### src/rtl/rgc_pkg.sv
// shared types and constants of the real-coded gene crossover unit
`default_nettype none
package rgc_pkg;
	localparam int GeneW  = 17;
	localparam int RandW  = 16;
	localparam int IdxW   = 10;
	localparam int CutW   = 11;
	localparam int AlphaW = 10;
	localparam int OpW    = 4;
	localparam int ProdW  = 2 * GeneW;
	localparam int SqrtSteps = GeneW;
	localparam int RemW   = GeneW + 2;
	localparam int RawW   = 26;

	localparam logic [CutW-1:0]   MaxGenes   = 11'd1024;
	localparam logic [GeneW-1:0]  GeneOne    = 17'h10000;
	localparam logic [AlphaW-1:0] AlphaReset = 10'd256;

	typedef enum logic [OpW-1:0] {
		OP_AVG   = 4'd0,
		OP_GEO   = 4'd1,
		OP_ONEPT = 4'd2,
		OP_TWOPT = 4'd3,
		OP_UNIF  = 4'd4,
		OP_BLX   = 4'd5,
		OP_HEUR  = 4'd6,
		OP_LIN_A = 4'd7,
		OP_LIN_B = 4'd8,
		OP_ARITH = 4'd9
	} op_t;

	typedef enum logic [3:0] {
		K_NONE, K_COPY, K_AVG, K_GEO, K_BLX, K_HEUR, K_LIN_A, K_LIN_B, K_ARITH
	} kind_t;

	typedef struct packed {
		kind_t            kind;
		logic [GeneW-1:0] a;
		logic [GeneW-1:0] b;
		logic [RandW-1:0] r;
	} item_t;

	typedef struct packed {
		logic full;
		logic empty;
	} q_stat_t;
endpackage
`default_nettype wire

### src/rtl/rgc_front.sv
// front end: takes commands, resolves the copying operators and sorts the rest
`default_nettype none
module rgc_front (
	input  wire logic                     start,
	input  wire logic [rgc_pkg::OpW-1:0]  operation,
	input  wire logic [rgc_pkg::GeneW-1:0] gene_a,
	input  wire logic [rgc_pkg::GeneW-1:0] gene_b,
	input  wire logic [rgc_pkg::RandW-1:0] random_fraction,
	input  wire logic                     random_bit,
	input  wire logic [rgc_pkg::IdxW-1:0] gene_index,
	input  wire logic [rgc_pkg::CutW-1:0] cut_first,
	input  wire logic [rgc_pkg::CutW-1:0] cut_second,
	input  wire rgc_pkg::q_stat_t         q_stat,
	output logic                          busy,
	output logic                          push,
	output rgc_pkg::item_t                item
);
	import rgc_pkg::*;

	logic [CutW-1:0] c1, c2, idx;
	logic            in_mid;

	assign c1     = (cut_first > MaxGenes) ? MaxGenes : cut_first;
	assign c2     = (cut_second > MaxGenes) ? MaxGenes : cut_second;
	assign idx    = {1'b0, gene_index};
	assign in_mid = (idx >= c1) && (idx < c2);

	assign busy = q_stat.full;
	assign push = start && !q_stat.full;

	always_comb begin
		item.a    = gene_a;
		item.b    = gene_b;
		item.r    = random_fraction;
		item.kind = K_NONE;
		unique case (operation)
			OP_AVG:   item.kind = K_AVG;
			OP_GEO:   item.kind = K_GEO;
			OP_ONEPT: begin
				item.kind = K_COPY;
				item.a    = (idx < c1) ? gene_a : gene_b;
			end
			OP_TWOPT: begin
				item.kind = K_COPY;
				item.a    = in_mid ? gene_b : gene_a;
			end
			OP_UNIF: begin
				item.kind = K_COPY;
				item.a    = random_bit ? gene_a : gene_b;
			end
			OP_BLX:   item.kind = K_BLX;
			OP_HEUR:  item.kind = K_HEUR;
			OP_LIN_A: item.kind = K_LIN_A;
			OP_LIN_B: item.kind = K_LIN_B;
			OP_ARITH: item.kind = K_ARITH;
			default:  item.kind = K_NONE;
		endcase
	end
endmodule
`default_nettype wire

### config.mk
export PLATFORM = sky130hd
export DESIGN_NAME = rgc_front
export DESIGN_NICKNAME = d
export VERILOG_FILES = /design/src/rtl/rgc_pkg.sv /design/src/rtl/rgc_front.sv
export SDC_FILE = /design/constraint.sdc
export NUM_CORES = 1
export LEC_CHECK = 0
export BUFFER_PORTS_ARGS = -buffer_cell sky130_fd_sc_hd__buf_4
export CAP_MARGIN = 40
export CELL_PAD_IN_SITES_DETAIL_PLACEMENT = 0
export CELL_PAD_IN_SITES_GLOBAL_PLACEMENT = 1
export CORE_ASPECT_RATIO = 1.5
export CORE_MARGIN = 2
export CORE_UTILIZATION = 31
export DETAILED_ROUTE_END_ITERATION = 7
export PLACE_DENSITY_LB_ADDON = 0.3
export SYNTH_ARGS = -nofsm -noshare
export SYNTH_HDL_FRONTEND = slang
export SYNTH_SLANG_ARGS = --single-unit
export TNS_END_PERCENT = 5
### constraint.sdc
create_clock -name vclk -period 6.8
set_input_delay 1.02 -clock vclk [all_inputs]
set_output_delay 1.02 -clock vclk [all_outputs]
set_load 0.01 [all_outputs]
==> metrics.txt <==
final std cells w/o fill=418; Setup CP Type=in2out; setup TNS=0 ns; starting density of the core=32.02%; cell row count=36; critical path depth=11; average size of a mapped cell=7.525 um^2; CP bufs+invs=3; DRC=0; DR vias=approximately 2.3k; status=finished, final reports clean; routability cong.=0.7524; post-synth top area share=around 13%; NumNets Final=453; grt ovf=0; Antenna Violating Nets Remaining=0; Seq/Total Area, Yosys=0%; most frequent cell after synthesis=o21ai_0; Max FO, Critical Path=19; top cells by area, synth=buf_4, ha_1, o21ai_0, mux2i_1, a2111oi_2; DP Cell Count=418; I/O Pins=146; CP Data Required Time=5.78 ns; WP data arrival=approximately 4 ns; Lkg Pwr=~0.0012 uW; power density over cell area=70.63 mW/mm^2; critical path endpoint=item[34]; postcts setup bufs=0; Distinct cells, synth=35; Max-Slew Margin vs Limit=48.07%; Ant. Diodes=0; die width=slightly above 70 um; startpoint types=input port; GRT Total Usage=16.07%; synthesized instance count=276; 1st-pass router iterations=4; crit-path most repeated cell=buf_4; max-cap violations=0; final hold violations=0; post-DR wirelength/cell=~16 um; period utilization=between 70 and 80%; synthesis-to-finish area growth=31.39%; CTS Hold Buffers Added=0; global-route wire length before repair=10090 um; initial antenna violation count=0; worst slew pin tran=0.7789 ns; Routed Wire Length=~6500 um; Resize count post-CTS=0; number of fill cells=705; synth warn=0; vias in the first global route=2105; CLK BUF=0; drt via density=5.383; highest-delay cell along the critical path=a2111oi_0; DP HPWL=4907 um; DIE AREA=0.007384 mm^2; RSZ-0062 raised after global routing=false; worst min path class=in2out; crit-path cells=buf_4 > nand2b_1 > ha_1 > and4_2 > and2_4 > a221o_1 > buf_4 > o211a_1 > a2111oi_0 > a211oi_1 > buf_4; height of the die=104.3 um; crit-path leading delay family=compound AO/OA/AOI/OAI gates; Final min period=5.040 ns; Mapped Nets=385; Peak VDD IR=23.63 uV; Final setup viols=0; Critical Path Sink Type=output pin; Post-Syn Area=0.002077 mm^2; slowest stage delay, CP=0.59 ns; Yosys top cell by area=buf_4; Slew Limit Fails=0; area of the core=0.006486 mm^2; fraction of layout cells with a size suffix above 1=44.44%; I/O Buffers=approximately 110; CP startpoint=cut_first[10]; register area=0 um^2; largest net degree at the start of global routing=35; Worst Setup Slack, final=~1.8 ns; Seq cells=0; fmax=198.4 MHz; Place WS=1.755 ns; Starting DRT DRC Count=29; Synth top cells by count=o21ai_0, buf_4, a21oi_1
[metrics by stage]
stage / hold WS, ns / utilization [%] / total power, uW / cell area, um^2
after floorplan: 2.086 / - / 123.2 / 2077
after global placement: 2.040 / 41.90 / 191.5 / 2718
after detailed placement: 2.040 / 42.07 / 194.4 / 2729
after CTS: 2.040 / 42.07 / 195.2 / 2729
after global routing: 2.040 / 42.07 / 212.0 / 2729
final: 2.040 / 42.07 / 192.7 / 2729
[metal layers]
metal	routed length (um)	GRT usage, %	part of all wire, %	up-vias
met2	3466	32.18	53	64
met4	0	0	0	0
met1	2685	19.03	41	1028
met5	0	0	0	-
met3	343	1.453	5.3	0
li1	-	-	-	1158
[where the power goes]
part / total (uW) / internal, uW / switching, uW
Sequential: 0 / 0 / 0
Combinational: 193 / 98.7 / 94.1
Clock: 0 / 0 / 0
Total: 193 / 98.7 / 94.1
[logic make-up after synthesis]
group                      count (synthesis)  share of synthesized area, %
AOI/OAI and AO/OA                        107                         36.02
adders and majority gates                 19                         11.45
buffers and inverters                     52                         16.51
muxes                                     35                         19.70
and+or+nand+nor                           63                         16.33
[cell usage in the layout (no fill, tap or decap), types with 2 or more instances in the layout]
| cell type | count |
|---|---|
| a2111oi_2 | 10 |
| and4_2 | 2 |
| buf_4 | 116 |
| nand2_1 | 9 |
| a21oi_1 | 26 |
| mux2_4 | 10 |
| nand2b_1 | 19 |
| mux2_2 | 7 |
| a211oi_1 | 17 |
| nor2b_1 | 3 |
| mux2i_1 | 18 |
| o21ai_0 | 38 |
| nor3_1 | 2 |
| nor2_1 | 19 |
| ha_1 | 19 |
| a2111oi_0 | 7 |
[worst min-delay path by stage]
stage | startpoint | end | slack (ns) | cells after the start
after floorplan | q_stat[1] | push | 2.09 | 1
after global placement | random_fraction[11] | item[11] | 2.04 | 0
after detailed placement | random_fraction[11] | item[11] | 2.04 | 0
after CTS | random_fraction[11] | item[11] | 2.04 | 0
after global routing | random_fraction[14] | item[14] | 2.04 | 0
final | random_fraction[14] | item[14] | 2.04 | 0
[final cells by class]
class | instances | area [um^2] | area share (%)
Inverter | 1 | 3.754 | 0.1376
Timing Repair Buffer | 117 | 882.1 | 32.32
Tap cell | 76 | 95.09 | 3.485
Multi-Input combinational cell | 224 | 1748 | 64.05
No activity file was read; power rests on OpenSTA's default activity.
