--- src/rtl/rgc_pkg.sv ---
// shared types and constants of the real-coded gene crossover unit
`default_nettype none
package rgc_pkg;
	localparam int GeneW  = 17;
	localparam int RandW  = 16;
	localparam int IdxW   = 10;
	localparam int CutW   = 11;
	localparam int AlphaW = 10;
	localparam int OpW    = 4;
	localparam int ProdW  = 2 * GeneW;
	localparam int SqrtSteps = GeneW;
	localparam int RemW   = GeneW + 2;
	localparam int RawW   = 26;

	localparam logic [CutW-1:0]   MaxGenes   = 11'd1024;
	localparam logic [GeneW-1:0]  GeneOne    = 17'h10000;
	localparam logic [AlphaW-1:0] AlphaReset = 10'd256;

	typedef enum logic [OpW-1:0] {
		OP_AVG   = 4'd0,
		OP_GEO   = 4'd1,
		OP_ONEPT = 4'd2,
		OP_TWOPT = 4'd3,
		OP_UNIF  = 4'd4,
		OP_BLX   = 4'd5,
		OP_HEUR  = 4'd6,
		OP_LIN_A = 4'd7,
		OP_LIN_B = 4'd8,
		OP_ARITH = 4'd9
	} op_t;

	typedef enum logic [3:0] {
		K_NONE, K_COPY, K_AVG, K_GEO, K_BLX, K_HEUR, K_LIN_A, K_LIN_B, K_ARITH
	} kind_t;

	typedef struct packed {
		kind_t            kind;
		logic [GeneW-1:0] a;
		logic [GeneW-1:0] b;
		logic [RandW-1:0] r;
	} item_t;

	typedef struct packed {
		logic full;
		logic empty;
	} q_stat_t;
endpackage
`default_nettype wire

--- src/rtl/rgc_queue.sv ---
// two-entry queue between front and back end
`default_nettype none
module rgc_queue (
	input  wire logic             clk,
	input  wire logic             arst_n,
	input  wire logic             push,
	input  wire rgc_pkg::item_t   push_item,
	input  wire logic             pop,
	output rgc_pkg::item_t        head,
	output rgc_pkg::q_stat_t      q_stat
);
	import rgc_pkg::*;

	item_t      mem_q [2];
	logic       wr_q, rd_q;
	logic [1:0] cnt_q;

	assign head         = mem_q[rd_q];
	assign q_stat.full  = (cnt_q == 2'd2);
	assign q_stat.empty = (cnt_q == 2'd0);

	always_ff @(posedge clk) begin
		if (push) begin
			mem_q[wr_q] <= push_item;
		end
	end

	always_ff @(posedge clk or negedge arst_n) begin
		if (!arst_n) begin
			wr_q  <= 1'b0;
			rd_q  <= 1'b0;
			cnt_q <= 2'd0;
		end else begin
			if (push) begin
				wr_q <= ~wr_q;
			end
			if (pop) begin
				rd_q <= ~rd_q;
			end
			cnt_q <= cnt_q + {1'b0, push} - {1'b0, pop};
		end
	end
endmodule
`default_nettype wire

--- config.mk ---
export PLATFORM = sky130hd
export DESIGN_NAME = rgc_queue
export DESIGN_NICKNAME = d
export VERILOG_FILES = /design/src/rtl/rgc_pkg.sv /design/src/rtl/rgc_queue.sv
export SDC_FILE = /design/constraint.sdc
export NUM_CORES = 1
export LEC_CHECK = 0
export ABC_AREA = 1
export BUFFER_PORTS_ARGS = -buffer_cell sky130_fd_sc_hd__buf_4
export CAP_MARGIN = 30
export CORE_ASPECT_RATIO = 1.1
export CORE_MARGIN = 8
export CORE_UTILIZATION = 49
export CTS_BUF_LIST = sky130_fd_sc_hd__clkbuf_4
export DETAILED_ROUTE_END_ITERATION = 10
export PLACE_DENSITY = 0.78
export SLEW_MARGIN = 20
export SYNTH_ARGS = -nofsm -noshare
export SYNTH_HDL_FRONTEND = slang
export SYNTH_SLANG_ARGS = --single-unit
--- constraint.sdc ---
create_clock -name clk -period 2.9 [get_ports clk]
set_clock_uncertainty 0.05 [all_clocks]
set_input_delay 0.58 -clock clk [delete_from_list [all_inputs] [get_ports clk]]
set_output_delay 0.58 -clock clk [all_outputs]
set_load 0.02 [all_outputs]
==> flow_summary.toml, run 1 <==
[cts]
clk_pin_slew_ps = 150
clock_latency_ps = 410
cts_buffers = 9
ctsRootBufferMaster = "clkbuf_4"
cts_sinks = 112
post-cts-setup-buffer-count = 0
tritoncts = "yes"
clockBufferDepth = 2
htreeDepth = 3

[worst_hold_path]
hold_class = "input port to flip-flop"
hold_path_depth = 2

[job]
maxCapViolCount = 0

[cells_and_area]
drive_above_1_share_pct = 33.4
area_growth_pct = 27.7
final_core_util_pct = 64.6
final_net_count = 486
antenna_cells = 0
final_cells = 542

[worst_setup_path]
critPathMaxStageDelay_ps = 810
crit_fanout = 60
crit_slowest_cell = "dfrtp_4"
r2r_cells = 3
startpoint_type = "flip-flop"
crit_required_ps = 2270
end_kind = "output port"
worstPathArrival_ps = 1930
crit_type = "flip-flop to output port"
crit_chain = "buf_4 > nand2_1 > o21ai_0 > buf_4"
crit_top_cell = "buf_4"

[floorplanning]
die_area_mm2 = 0.0119
die_y_um = 113
start_util_pct = 50.6
core_mm2 = 0.00836
io_pins = 114
row_count = 35
die_w_um = 105

[placed_design]
portBuffers = 113
gp_congestion = 0.695
place_hpwl_mm = 5.68
dp_cells = 525
dpl_worst_slack_ps = 807

[global_route]
grt_pass1_vias = 2652
grt_pass1_wl_mm = 12.6
grtUsageTotal_pct = 13.4
grt_max_degree = 61
grt_overflow = 0
antenna_found_initial = 0

[pwr]
irDropWorstVdd_mv = 0.584
pwr-share-clk_pct = 17.7
power.net_switching_w = 0.00184
p_int_w = 0.00339
pwr-share-seq_pct = 44.8
switching_share_pct = 35.1
p_per_area_mw_per_mm2 = 967
p_leak_nw = 2.32
p_total_w = 0.00523
combinationalPowerShare_pct = 37.5

[logic_synthesis]
synthTopCellsByArea = "edfxtp_1 77%, inv_1 5.4%, nand2_1 5.3%"
syn-instance-count = 307
synth_area_mm2 = 0.00423
syn-num-nets = 367
synth_top_area_share_pct = 76.7
synth-seq-cells = 112
yosysWarnings = 0
synth_cell_types = 14
synth.largest_area_cell = "edfxtp_1"
syn_avg_cell_area_um2 = 13.8
ys_seq_area_share_pct = 79.0

[sta]
fin_ws_ps = 335
rsz0062_at_grt = "false"
final.min_clock_period_ps = 2560
max_freq_ghz = 0.390
worstMarginPinSlew_ps = 621
tns_ps = 0
period_share_pct = 88.4
max-slew-margin-rel_pct = 58.5
final_hold_viol_count = 0
finalSetupViolations = 0
drv_slew = 0

[detailed_routing]
ant_nets = 0
drt_first_pass_iters = 4
drt_iter0_markers = 153
drc = 0
wl_per_cell_um = 14.8
via_per_inst = 4.65
drt-total-wl_mm = 8.00
via_count = 2522

[run_status]
status = "finished clean"
## layout make-up
| class | count | area, um^2 |
|---|---|---|
| Timing Repair Buffer | 120 | 916 |
| Clock inverter | 3 | 90.1 |
| Tap cell | 111 | 139 |
| Multi-Input combinational cell | 122 | 584 |
| Inverter | 61 | 229 |
| Fill cell | 605 | 2960 |
| Clock buffer | 13 | 97.6 |
| Sequential cell | 112 | 3350 |
## per-layer routing
metal | up-vias | routed length (um) | global-route usage (%)
met3 | 5 | 603 | 5.92
met2 | 78 | 4050 | 23.6
met5 | - | 0 | 0
met1 | 1175 | 3270 | 14.3
met4 | 0 | 71 | 3.81
li1 | 1264 | - | -
## logic make-up (layout without fill, tap and decap cells)
group	count (synthesis)	count (layout)	share of synthesized area, %
compound gates	54	54	6.92
xor+xnor	2	2	0.414
fa+ha+maj	2	2	0.591
buf+inv	73	197	7.34
flops	112	112	79.0
simple gates	64	64	5.71
## stage by stage
stage / cell area, um^2 / hold slack (ps)
finish: 5400 / 272
floorplan: 4230 / 234
detailed placement: 5200 / 329
CTS: 5400 / 238
global placement: 5200 / 329
global route: 5400 / 214
## registers in the layout, indices dropped and copies added, names as in the netlist
signal  flops
rd_q        1
mem_q     108
wr_q        1
cnt_q       2
## synth_stat cells
library cell and number:
buf_2 8, nand2_1 60, xor2_1 2, ha_1 2, o21ai_2 6, o21ai_0 43
edfxtp_1 108, buf_4 1, nor2_1 3, buf_6 3, nand3_1 1, dfrtp_1 4
o21ai_1 5, inv_1 61
## power groups by stage
stage / Combinational (W) / Sequential (W) / Clock, W
after floorplan: 0.00124 / 0.00226 / 0
after global placement: 0.00196 / 0.00237 / 0
after detailed placement: 0.00200 / 0.00239 / 0
after CTS: 0.00200 / 0.00235 / 0.000947
after global routing: 0.00214 / 0.00238 / 0.00101
final: 0.00196 / 0.00234 / 0.000924
## repair_timing
action,4_1_cts,5_1_grt
resized for setup,0,0
endpoints found under the hold margin,4,0
hold buffers,1,0
## placed cells by master, fill, tap and decap left out
| master | count |
|---|---|
| buf_12 | 1 |
| buf_4 | 118 |
| bufinv_16 | 3 |
| clkbuf_4 | 13 |
| dfrtp_1 | 3 |
| dfrtp_4 | 1 |
| dlygate4sd3_1 | 1 |
| edfxtp_1 | 108 |
| ha_1 | 2 |
| inv_1 | 60 |
| inv_2 | 1 |
| nand2_1 | 60 |
| nand3_1 | 1 |
| nor2_1 | 2 |
| nor2_4 | 1 |
| o21ai_0 | 43 |
| o21ai_1 | 5 |
| o21ai_2 | 6 |
| xor2_1 | 2 |
## worst paths after layout
kind / end / slack [ps] / start
max: head[4] / 340 / rd_q
max reg2reg: mem_q[1][5] / 1270 / wr_q
min: rd_q / 270 / pop
min in group asynchronous: rd_q / 420 / arst_n
min reg2reg: wr_q / 510 / wr_q
max in group asynchronous: rd_q / 2270 / arst_n
## worst max-delay path, delay by kind of cell, from the launching register on
| family | cells | cell delay, ps |
|---|---|---|
| flops | 1 | 810 |
| buf+inv | 2 | 520 |
| simple gates | 1 | 60 |
| compound gates | 1 | 120 |
Power figures use the tool's default switching activity.
==> run 2: changes to the inputs <==
--- a/config.mk
+++ b/config.mk
@@ -11,8 +11,9 @@
 export CORE_ASPECT_RATIO = 1.1
 export CORE_MARGIN = 8
-export CORE_UTILIZATION = 49
+export CORE_UTILIZATION = 50
 export CTS_BUF_LIST = sky130_fd_sc_hd__clkbuf_4
 export DETAILED_ROUTE_END_ITERATION = 10
-export PLACE_DENSITY = 0.78
+export PLACE_DENSITY = 0.77
+export RECOVER_POWER = 100
 export SLEW_MARGIN = 20
 export SYNTH_ARGS = -nofsm -noshare
==> constraint.sdc (replaced) <==
create_clock -name clk -period 3 [get_ports clk]
set_clock_uncertainty 0.05 [all_clocks]
set_input_delay 0.9 -clock clk [delete_from_list [all_inputs] [get_ports clk]]
set_output_delay 0.9 -clock clk [all_outputs]
set_load 0.02 [all_outputs]
==> run 2 against run 1 <==
Net effect: sequential power fell by 7%; critical endpoint is now head[23]; flip-flop and latch count did not move; count of clock-buffer cells in the layout did not move; worst setup slack got worse by 97 ps; core utilization fell by 3.5 points; largest power group unchanged; register-to-register slack got worse by 690 ps; die area fell by 1.7%; worst hold slack got worse by 35 ps; via count fell by 1.2%; clock power fell by 21%; combinational power fell by 15%; power fell by 13%.
==> flow_summary.toml, run 2 (synthesis gave the netlist of run 1 again) <==
[worst_setup_path]
critPathMaxStageDelay_ps = 520
crit_type = "flip-flop to output port"
crit_slowest_cell = "dfrtp_4"
crit_chain = "buf_4 > o21ai_0 > clkbuf_1"
crit_fanout = 49
crit_family = "buffers and inverters"
crit_required_ps = 2050
path_buf_inv = 2
worstPathArrival_ps = 1810
startpoint_type = "flip-flop"
end_kind = "output port"

[global_route]
grtUsageTotal_pct = 13.4
antenna_found_initial = 0
grt_overflow = 0
grt_max_degree = 61
grt_pass1_wl_mm = 12.4
grt_pass1_vias = 2612

[sta]
final.min_clock_period_ps = 2760
max_freq_ghz = 0.362
hold-worst-slack_ps = 237
worstMarginPinSlew_ps = 1200
max-slew-margin-rel_pct = 19.7
tns_ps = 0
final_hold_viol_count = 0
fin_ws_ps = 238
period_share_pct = 92.1
rsz0062_at_grt = "false"
drv_slew = 0
finalSetupViolations = 0

[cts]
cts_sinks = 112
postCtsHoldBufs = 0
cts_resized = 0
clockBufferDepth = 2
tritoncts = "yes"
ctsRootBufferMaster = "clkbuf_4"
post-cts-setup-buffer-count = 0
clk_pin_slew_ps = 150
cts_buffers = 9
htreeDepth = 3
clock_latency_ps = 420

[floorplanning]
start_util_pct = 50.8
die_area_mm2 = 0.0117
die_y_um = 112
io_pins = 114
row_count = 35
die_w_um = 104
core_mm2 = 0.00832

[cells_and_area]
final_cells = 540
fillers = 739
largest_register_ffs = 108
final_net_count = 484
antenna_cells = 0
drive_above_1_share_pct = 17.2
regMostFlops = "mem_q"
final_common_cell = "edfxtp_1"
reg_top3 = "mem_q x108, cnt_q x2"
final_cell_mix = "108 x edfxtp_1, 67 x clkbuf_1, 61 x inv_1, 60 x nand2_1, 57 x clkbuf_4"
area_growth_pct = 20.1

[placed_design]
portBuffers = 113
dp_cells = 524
gp_congestion = 0.682
place_hpwl_mm = 5.63
dpl_worst_slack_ps = 783

[detailed_routing]
drc = 0
via_count = 2492
via_per_inst = 4.61
drt_first_pass_iters = 4
drt-total-wl_mm = 7.85
drt_iter0_markers = 101
wl_per_cell_um = 14.5
ant_nets = 0

[worst_hold_path]
hold_class = "input port to asynchronous set/reset pin"

[run_status]
status = "finished clean"

[pwr]
irDropWorstVdd_mv = 0.482
p_per_area_mw_per_mm2 = 898
p_leak_nw = 2.02

[job]
maxCapViolCount = 0
==> run 2: changes by cell type in the layout (fill, tap and decap cells not counted), sizes merged <==
cell         before  now
bufinv            3    1
clkinvlp          0    2
buf             119    5
clkbuf           13  126
dlygate4sd3       1    0
==> run 2: where the power goes <==
part | internal [W] | switching, W | total (W)
Combinational | 0.000422 | 0.00124 | 0.00166
Sequential | 0.00209 | 0.0000864 | 0.00217
Clock | 0.000293 | 0.000436 | 0.000730
Total | 0.00280 | 0.00176 | 0.00456
==> run 2: worst reg2reg max path, delay by kind of cell (launching register included) <==
family	cells	cell delay (ps)
AND/OR/NAND/NOR	1	70
buffers and inverters	2	1470
flip-flops	1	450
==> run 2: worst paths after layout <==
check	from	endpoint	slack (ps)	cells past startpoint
worst max-delay path	rd_q	head[23]	240	3
worst min-delay path	arst_n	cnt_q[0]	240	1
worst max register to register	wr_q	mem_q[1][47]	580	3
worst min register to register	wr_q	wr_q	520	1
min in group clk	wr_q	wr_q	520	1
max in group asynchronous	arst_n	rd_q	2430	1
==> run 2: metal layers <==
metal	up-vias	track usage [%]	wire length, um
met3	14	3.90	436
met4	0	6.67	163
met2	68	25.1	4290
met1	1152	13.1	2960
li1	1258	-	-
met5	-	0	0
==> run 2: final cells by class <==
type | instances | area [um^2] | share of cell area, %
sequential | 112 | 3350 | 65.9
timing repair buffer | 118 | 642 | 12.6
multi-input combinational | 122 | 581 | 11.4
inverter | 61 | 229 | 4.51
tap | 111 | 139 | 2.73
clock buffer | 13 | 97.6 | 1.92
clock inverter | 3 | 45.0 | 0.887
==> run 2: per-stage QoR <==
step	utilization, %	area [um^2]	power (W)
after floorplan	-	4230	0.00339
after global placement	62.6	5210	0.00420
after detailed placement	62.6	5210	0.00424
after CTS	64.3	5350	0.00496
after global routing	61.1	5080	0.00485
final	61.1	5080	0.00456
