### config.mk
export PLATFORM = sky130hd
export DESIGN_NAME = rgc_back
export DESIGN_NICKNAME = d
export VERILOG_FILES = /design/src/rtl/rgc_pkg.sv /design/src/rtl/rgc_back.sv
export SDC_FILE = /design/constraint.sdc
export NUM_CORES = 2
export LEC_CHECK = 0
export BUFFER_PORTS_ARGS = -buffer_cell sky130_fd_sc_hd__buf_2
export CORE_MARGIN = 5
export CORE_UTILIZATION = 35
export CTS_BUF_LIST = sky130_fd_sc_hd__clkbuf_4
export DETAILED_ROUTE_END_ITERATION = 16
export PLACE_DENSITY = 0.57
export SYNTH_ARGS = -nofsm -noshare
export SYNTH_HDL_FRONTEND = slang
export SYNTH_SLANG_ARGS = --single-unit
### constraint.sdc
create_clock -name clk -period 10 [get_ports clk]
set_clock_uncertainty 0.05 [all_clocks]
set_input_delay 1 -clock clk [delete_from_list [all_inputs] [get_ports clk]]
set_output_delay 1 -clock clk [all_outputs]
set_load 0.01 [all_outputs]
### src/rtl/rgc_pkg.sv
// shared types and constants of the real-coded gene crossover unit
`default_nettype none
package rgc_pkg;
	localparam int GeneW  = 17;
	localparam int RandW  = 16;
	localparam int IdxW   = 10;
	localparam int CutW   = 11;
	localparam int AlphaW = 10;
	localparam int OpW    = 4;
	localparam int ProdW  = 2 * GeneW;
	localparam int SqrtSteps = GeneW;
	localparam int RemW   = GeneW + 2;
	localparam int RawW   = 26;

	localparam logic [CutW-1:0]   MaxGenes   = 11'd1024;
	localparam logic [GeneW-1:0]  GeneOne    = 17'h10000;
	localparam logic [AlphaW-1:0] AlphaReset = 10'd256;

	typedef enum logic [OpW-1:0] {
		OP_AVG   = 4'd0,
		OP_GEO   = 4'd1,
		OP_ONEPT = 4'd2,
		OP_TWOPT = 4'd3,
		OP_UNIF  = 4'd4,
		OP_BLX   = 4'd5,
		OP_HEUR  = 4'd6,
		OP_LIN_A = 4'd7,
		OP_LIN_B = 4'd8,
		OP_ARITH = 4'd9
	} op_t;

	typedef enum logic [3:0] {
		K_NONE, K_COPY, K_AVG, K_GEO, K_BLX, K_HEUR, K_LIN_A, K_LIN_B, K_ARITH
	} kind_t;

	typedef struct packed {
		kind_t            kind;
		logic [GeneW-1:0] a;
		logic [GeneW-1:0] b;
		logic [RandW-1:0] r;
	} item_t;

	typedef struct packed {
		logic full;
		logic empty;
	} q_stat_t;
endpackage
`default_nettype wire

### src/rtl/rgc_back.sv
// back end: arithmetic pipeline with a one-bit-per-stage square root
`default_nettype none
module rgc_back (
	input  wire logic                       clk,
	input  wire logic                       arst_n,
	input  wire rgc_pkg::item_t             head,
	input  wire rgc_pkg::q_stat_t           q_stat,
	input  wire logic [rgc_pkg::AlphaW-1:0] blx_alpha,
	output logic                            pop,
	output logic                            done,
	output logic [rgc_pkg::GeneW-1:0]       child_gene,
	output logic                            clamped
);
	import rgc_pkg::*;

	// stage 1: products
	logic                    vld_s1;
	kind_t                   kind_s1;
	logic [GeneW-1:0]        a_s1, b_s1;
	logic [ProdW-1:0]        prod_s1;
	logic signed [29:0]      beta_s1;
	logic signed [GeneW:0]   diff_s1;
	logic signed [34:0]      hr_s1;

	logic [11:0]             span;
	logic [27:0]             span_r;
	logic signed [GeneW:0]   diff_c, ndiff_c;

	assign pop     = !q_stat.empty;
	assign span    = 12'd256 + {1'b0, blx_alpha, 1'b0};
	assign span_r  = span * head.r;
	assign diff_c  = $signed({1'b0, head.b}) - $signed({1'b0, head.a});
	assign ndiff_c = $signed({1'b0, head.a}) - $signed({1'b0, head.b});

	always_ff @(posedge clk) begin
		kind_s1 <= head.kind;
		a_s1    <= head.a;
		b_s1    <= head.b;
		prod_s1 <= head.a * head.b;
		beta_s1 <= $signed({2'b0, span_r}) - $signed({4'b0, blx_alpha, 16'b0});
		diff_s1 <= diff_c;
		hr_s1   <= $signed({1'b0, head.r}) * ndiff_c;
	end

	// stage 2: raw result and clamp for everything but the square root
	logic                    vld_s2, geo_s2, clamp_s2;
	logic [GeneW-1:0]        child_s2;
	logic [ProdW-1:0]        rad_s2;

	logic signed [47:0]      bd;
	logic signed [49:0]      acc_blx;
	logic signed [36:0]      acc_heur, acc_arith;
	logic [GeneW:0]          sum_avg;
	logic signed [19:0]      lin_a, lin_b;
	logic signed [RawW-1:0]  raw;
	logic                    raw_clamp;
	logic [GeneW-1:0]        raw_child;

	assign bd        = beta_s1 * diff_s1;
	assign acc_blx   = $signed({9'b0, a_s1, 24'b0}) + {{2{bd[47]}}, bd} + 50'sd8388608;
	assign acc_heur  = $signed({4'b0, a_s1, 16'b0}) + {{2{hr_s1[34]}}, hr_s1} + 37'sd32768;
	assign acc_arith = $signed({4'b0, b_s1, 16'b0}) + {{2{hr_s1[34]}}, hr_s1} + 37'sd32768;
	assign sum_avg   = {1'b0, a_s1} + {1'b0, b_s1} + 18'd1;
	assign lin_a     = $signed({2'b0, a_s1, 1'b0}) + $signed({3'b0, a_s1})
	                   - $signed({3'b0, b_s1}) + 20'sd1;
	assign lin_b     = $signed({2'b0, b_s1, 1'b0}) + $signed({3'b0, b_s1})
	                   - $signed({3'b0, a_s1}) + 20'sd1;

	always_comb begin
		raw = '0;
		unique case (kind_s1)
			K_COPY:  raw = $signed({9'b0, a_s1});
			K_AVG:   raw = $signed({9'b0, sum_avg[GeneW:1]});
			K_BLX:   raw = acc_blx[49:24];
			K_HEUR:  raw = {{5{acc_heur[36]}}, acc_heur[36:16]};
			K_ARITH: raw = {{5{acc_arith[36]}}, acc_arith[36:16]};
			K_LIN_A: raw = {{7{lin_a[19]}}, lin_a[19:1]};
			K_LIN_B: raw = {{7{lin_b[19]}}, lin_b[19:1]};
			K_GEO, K_NONE: raw = '0;
			default: raw = '0;
		endcase
		if (raw < 0) begin
			raw_child = '0;
			raw_clamp = 1'b1;
		end else if (raw > $signed({9'b0, GeneOne})) begin
			raw_child = GeneOne;
			raw_clamp = 1'b1;
		end else begin
			raw_child = raw[GeneW-1:0];
			raw_clamp = 1'b0;
		end
	end

	always_ff @(posedge clk) begin
		geo_s2   <= (kind_s1 == K_GEO);
		child_s2 <= raw_child;
		clamp_s2 <= raw_clamp;
		rad_s2   <= prod_s1;
	end

	always_ff @(posedge clk or negedge arst_n) begin
		if (!arst_n) begin
			vld_s1 <= 1'b0;
			vld_s2 <= 1'b0;
		end else begin
			vld_s1 <= pop;
			vld_s2 <= vld_s1;
		end
	end

	// square root stages, two radicand bits each
	logic                vld_q   [1:SqrtSteps];
	logic                geo_q   [1:SqrtSteps];
	logic                clamp_q [1:SqrtSteps];
	logic [GeneW-1:0]    child_q [1:SqrtSteps];
	logic [ProdW-1:0]    rad_q   [1:SqrtSteps];
	logic [GeneW-1:0]    root_q  [1:SqrtSteps];
	logic [RemW-1:0]     rem_q   [1:SqrtSteps];

	for (genvar k = 0; k < SqrtSteps; k++) begin : g_sq
		logic             vld_i, geo_i, clamp_i;
		logic [GeneW-1:0] child_i, root_i;
		logic [ProdW-1:0] rad_i;
		logic [RemW-1:0]  rem_i;
		logic [RemW+1:0]  rem_sh, trial;
		logic             fits;

		if (k == 0) begin : g_first
			assign vld_i   = vld_s2;
			assign geo_i   = geo_s2;
			assign clamp_i = clamp_s2;
			assign child_i = child_s2;
			assign rad_i   = rad_s2;
			assign root_i  = '0;
			assign rem_i   = '0;
		end else begin : g_next
			assign vld_i   = vld_q[k];
			assign geo_i   = geo_q[k];
			assign clamp_i = clamp_q[k];
			assign child_i = child_q[k];
			assign rad_i   = rad_q[k];
			assign root_i  = root_q[k];
			assign rem_i   = rem_q[k];
		end

		assign rem_sh = {rem_i, rad_i[ProdW-1-2*k -: 2]};
		assign trial  = {2'b0, root_i, 2'b01};
		assign fits   = (rem_sh >= trial);

		always_ff @(posedge clk) begin
			geo_q[k+1]   <= geo_i;
			clamp_q[k+1] <= clamp_i;
			child_q[k+1] <= child_i;
			rad_q[k+1]   <= rad_i;
			root_q[k+1]  <= {root_i[GeneW-2:0], fits};
			rem_q[k+1]   <= fits ? RemW'(rem_sh - trial) : rem_sh[RemW-1:0];
		end

		always_ff @(posedge clk or negedge arst_n) begin
			if (!arst_n) begin
				vld_q[k+1] <= 1'b0;
			end else begin
				vld_q[k+1] <= vld_i;
			end
		end
	end

	// output register
	logic             done_q, clamped_q;
	logic [GeneW-1:0] child_gene_q;
	logic             geo_big;

	assign geo_big = root_q[SqrtSteps] > GeneOne;

	always_ff @(posedge clk) begin
		if (geo_q[SqrtSteps]) begin
			child_gene_q <= geo_big ? GeneOne : root_q[SqrtSteps];
			clamped_q    <= geo_big;
		end else begin
			child_gene_q <= child_q[SqrtSteps];
			clamped_q    <= clamp_q[SqrtSteps];
		end
	end

	always_ff @(posedge clk or negedge arst_n) begin
		if (!arst_n) begin
			done_q <= 1'b0;
		end else begin
			done_q <= vld_q[SqrtSteps];
		end
	end

	assign done       = done_q;
	assign child_gene = child_gene_q;
	assign clamped    = clamped_q;
endmodule
`default_nettype wire

==> out/metrics.cfg <==
[route]
drt_iter0_markers=3368
drtAntennaViolNets=0
routedWlPerCell_um=17.1
vias=61800
viasPerCell=4.73
wl_um=223000
drtPass1Iterations=6
drc=0

[clocking]
clkLatencyLatePin_ns=1.25
cts_tree=done
cts_resized=0
cts.root.buffer_cell=clkbuf_4
htreeDepth=5
cts_buffers=331
clkSinkCount=1259
clk_path_buf_depth=4
path_clk_slew_ns=0.08

[worst_setup_path]
critPathMaxFanout=4
worstSetupEndpointType=flip-flop
crit_type=in2reg
cpPeakStageDelay_ns=0.64
critical_path_arrival_ns=10.61
cp_data_required_time_ns=11.13
cp-start-kind=primary input
crit_path_top_delay_cell=dlygate4sd3_1

[sta]
slew_headroom=0.0566
setup_viol=0
rsz0062_at_grt=false
slew_violations=0
period_needed_ns=9.49
setup_ws_ns=0.512
finalHoldViolCount=0
timing.fmax_ghz=0.105
period_share=0.949
tightest_slew_ns=1.41
whs_ns=0.174

[global_route]
track_usage=0.170
grt_first_pass_wirelength_um=356000
grt_overflow_total=0
antenna_found_initial=29
grt_max_degree=36
grt_pass1_vias=65500

[placement]
port_buffers=86
post-place-ws_ns=-0.117
place_hpwl_um=178000
placed_area_mm2=0.0927
routabilityCongestion=0.906

[floorplan]
core-area_mm2=0.251
io_pins=88
die_area_mm2=0.262
die_x_um=512
num_rows=184
start_util=0.351
die_height_um=512

[yosys]
syn_inst=9198
synthArstFlopShare=0.0159
ys_ff_latch=1259
syn_nets=11200
avgSynthCellArea_um2=9.58
ys.flop_type=dfxtp_1
synth_area_mm2=0.0881
synth_cell_type_count=91
synth_seq_area_share=0.287
synth_edf_count=0
yosysWarnings=0

[finish]
syn2layout_area_growth_pct=10.0
fillCellCount=25200
drive_gt1_frac=0.0814
postLayoutCoreUtil=0.386
nets=11500
final_area_mm2=0.0969

[job]
drv_cap=0

[status]
status=finished, final reports clean

[min_path]
min_path_type=reg2reg

==> area by class of cell <==
| class | count | area [um^2] | area share |
|---|---|---|---|
| Antenna cell | 18 | 45.0 | 0.000465 |
| Clock buffer | 451 | 3390 | 0.0349 |
| Clock inverter | 82 | 499 | 0.00515 |
| Inverter | 1784 | 6700 | 0.0691 |
| Multi-Input combinational cell | 5867 | 55100 | 0.568 |
| Sequential cell | 1259 | 25300 | 0.261 |
| Tap cell | 3348 | 4190 | 0.0432 |
| Timing Repair Buffer | 253 | 1750 | 0.0181 |
==> synthesized netlist by cell type, drive strengths merged (47+ instances only) <==
library cell     n  area share
nor2b           90      0.0064
o31ai           53      0.0045
a21o           116      0.0099
nand2         1091       0.047
nand4           47      0.0033
nor3           127      0.0075
nand2b          72      0.0051
dfxtp         1239        0.28
o21a            78      0.0066
a21oi          273       0.016
inv           1781       0.076
ha             681       0.097
and2           365       0.026
fa            1210        0.27
xor2           124       0.012
xnor2          219       0.022
nand3           88      0.0051
nor2           393       0.017
o21ai          277       0.016
clkbuf         278       0.012
==> logic make-up after synthesis <==
| logic type | after synthesis | share of synthesized area |
|---|---|---|
| AO/OA/AOI/OAI | 1085 | 0.0786 |
| XOR/XNOR | 343 | 0.0341 |
| adder cells (fa/ha/maj) | 1891 | 0.372 |
| buffers and inverters | 2072 | 0.0884 |
| flip-flops | 1259 | 0.287 |
| multiplexers | 38 | 0.00459 |
| other | 1 | 0.0000426 |
| AND/OR/NAND/NOR | 2509 | 0.136 |
==> registers in the layout, indices dropped and copies added (netlist names) <==
signal      cells
a_s1           17
b_s1           17
beta_s1        28
child_gene     17
child_q       289
child_s2       17
clamp_q        17
clamp_s2        1
clamped         1
diff_s1        18
done            1
g_sq.geo_i      1
g_sq.rad_i     34
g_sq.vld_i     17
geo_q          17
hr_s1          20
kind_s1         4
prod_s1        34
rad_q         272
rem_q         282
root_q        153
vld_q           1
vld_s1          1
==> cells in the final DEF, fill, tap and decap left out, types with 116 or more instances in the layout <==
master,synthesis,routed
nor2_1,393,392
fa_1,1210,1210
o21ai_0,271,271
a21oi_1,273,273
nand2_1,1090,1090
xor2_1,124,124
nor3_1,122,122
ha_1,681,681
clkbuf_4,0,451
inv_1,1779,1779
and2_1,363,363
dfxtp_1,1239,1238
xnor2_1,219,218
buf_4,0,140
a21o_1,116,116
==> worst paths after layout <==
| kind | startpoint | endpoint | slack (ns) | depth (start not counted) |
|---|---|---|---|---|
| worst min register to register | g_sq[0].rad_i[0]$_DFF_P_ | rad_q[0][34]$_DFF_P_ | 0.17 | 0 |
| worst max register to register | diff_s1[4]$_DFF_P_ | clamp_s2$_SDFF_PN1_ | 0.74 | 24 |
| worst max-delay path | head[33] | hr_s1[33]$_DFF_P_ | 0.51 | 42 |
| worst min-delay path | g_sq[0].rad_i[0]$_DFF_P_ | rad_q[0][34]$_DFF_P_ | 0.17 | 0 |
| max in group asynchronous | arst_n | g_sq[15].vld_i$_DFF_PN0_ | 9.32 | 2 |
| min in group asynchronous | arst_n | g_sq[8].vld_i$_DFF_PN0_ | 0.22 | 2 |
==> per-layer routing <==
layer / GRT usage / vias up / wire (um)
met4: 0.0590 / 8 / 7120
met3: 0.0326 / 426 / 12500
li1: - / 29300 / -
met5: 0 / - / 55
met2: 0.282 / 1686 / 105000
met1: 0.222 / 30300 / 98500
==> stage by stage <==
step	std cells	setup TNS [ns]
final	13100	0
after global routing	13100	0
after CTS	13000	0
after detailed placement	12500	-0.213
after global placement	12500	-0.0750
after floorplan	9198	0
==> repair_timing <==
action	CTS	global route
hold endpoints to repair	46	0
setup buffers	0	0
hold buffers	27	0
==> worst max-delay path, delay by kind of cell <==
kind,cells,cell delay (ns)
fa+ha+maj,9,4.06
compound gates,15,3.05
buf+inv,12,1.79
xor+xnor,2,0.35
simple gates,4,0.34
Power is left out: the tool's default activity adds up to more than one toggle a clock period on the data nets, which glitch-free logic cannot reach.
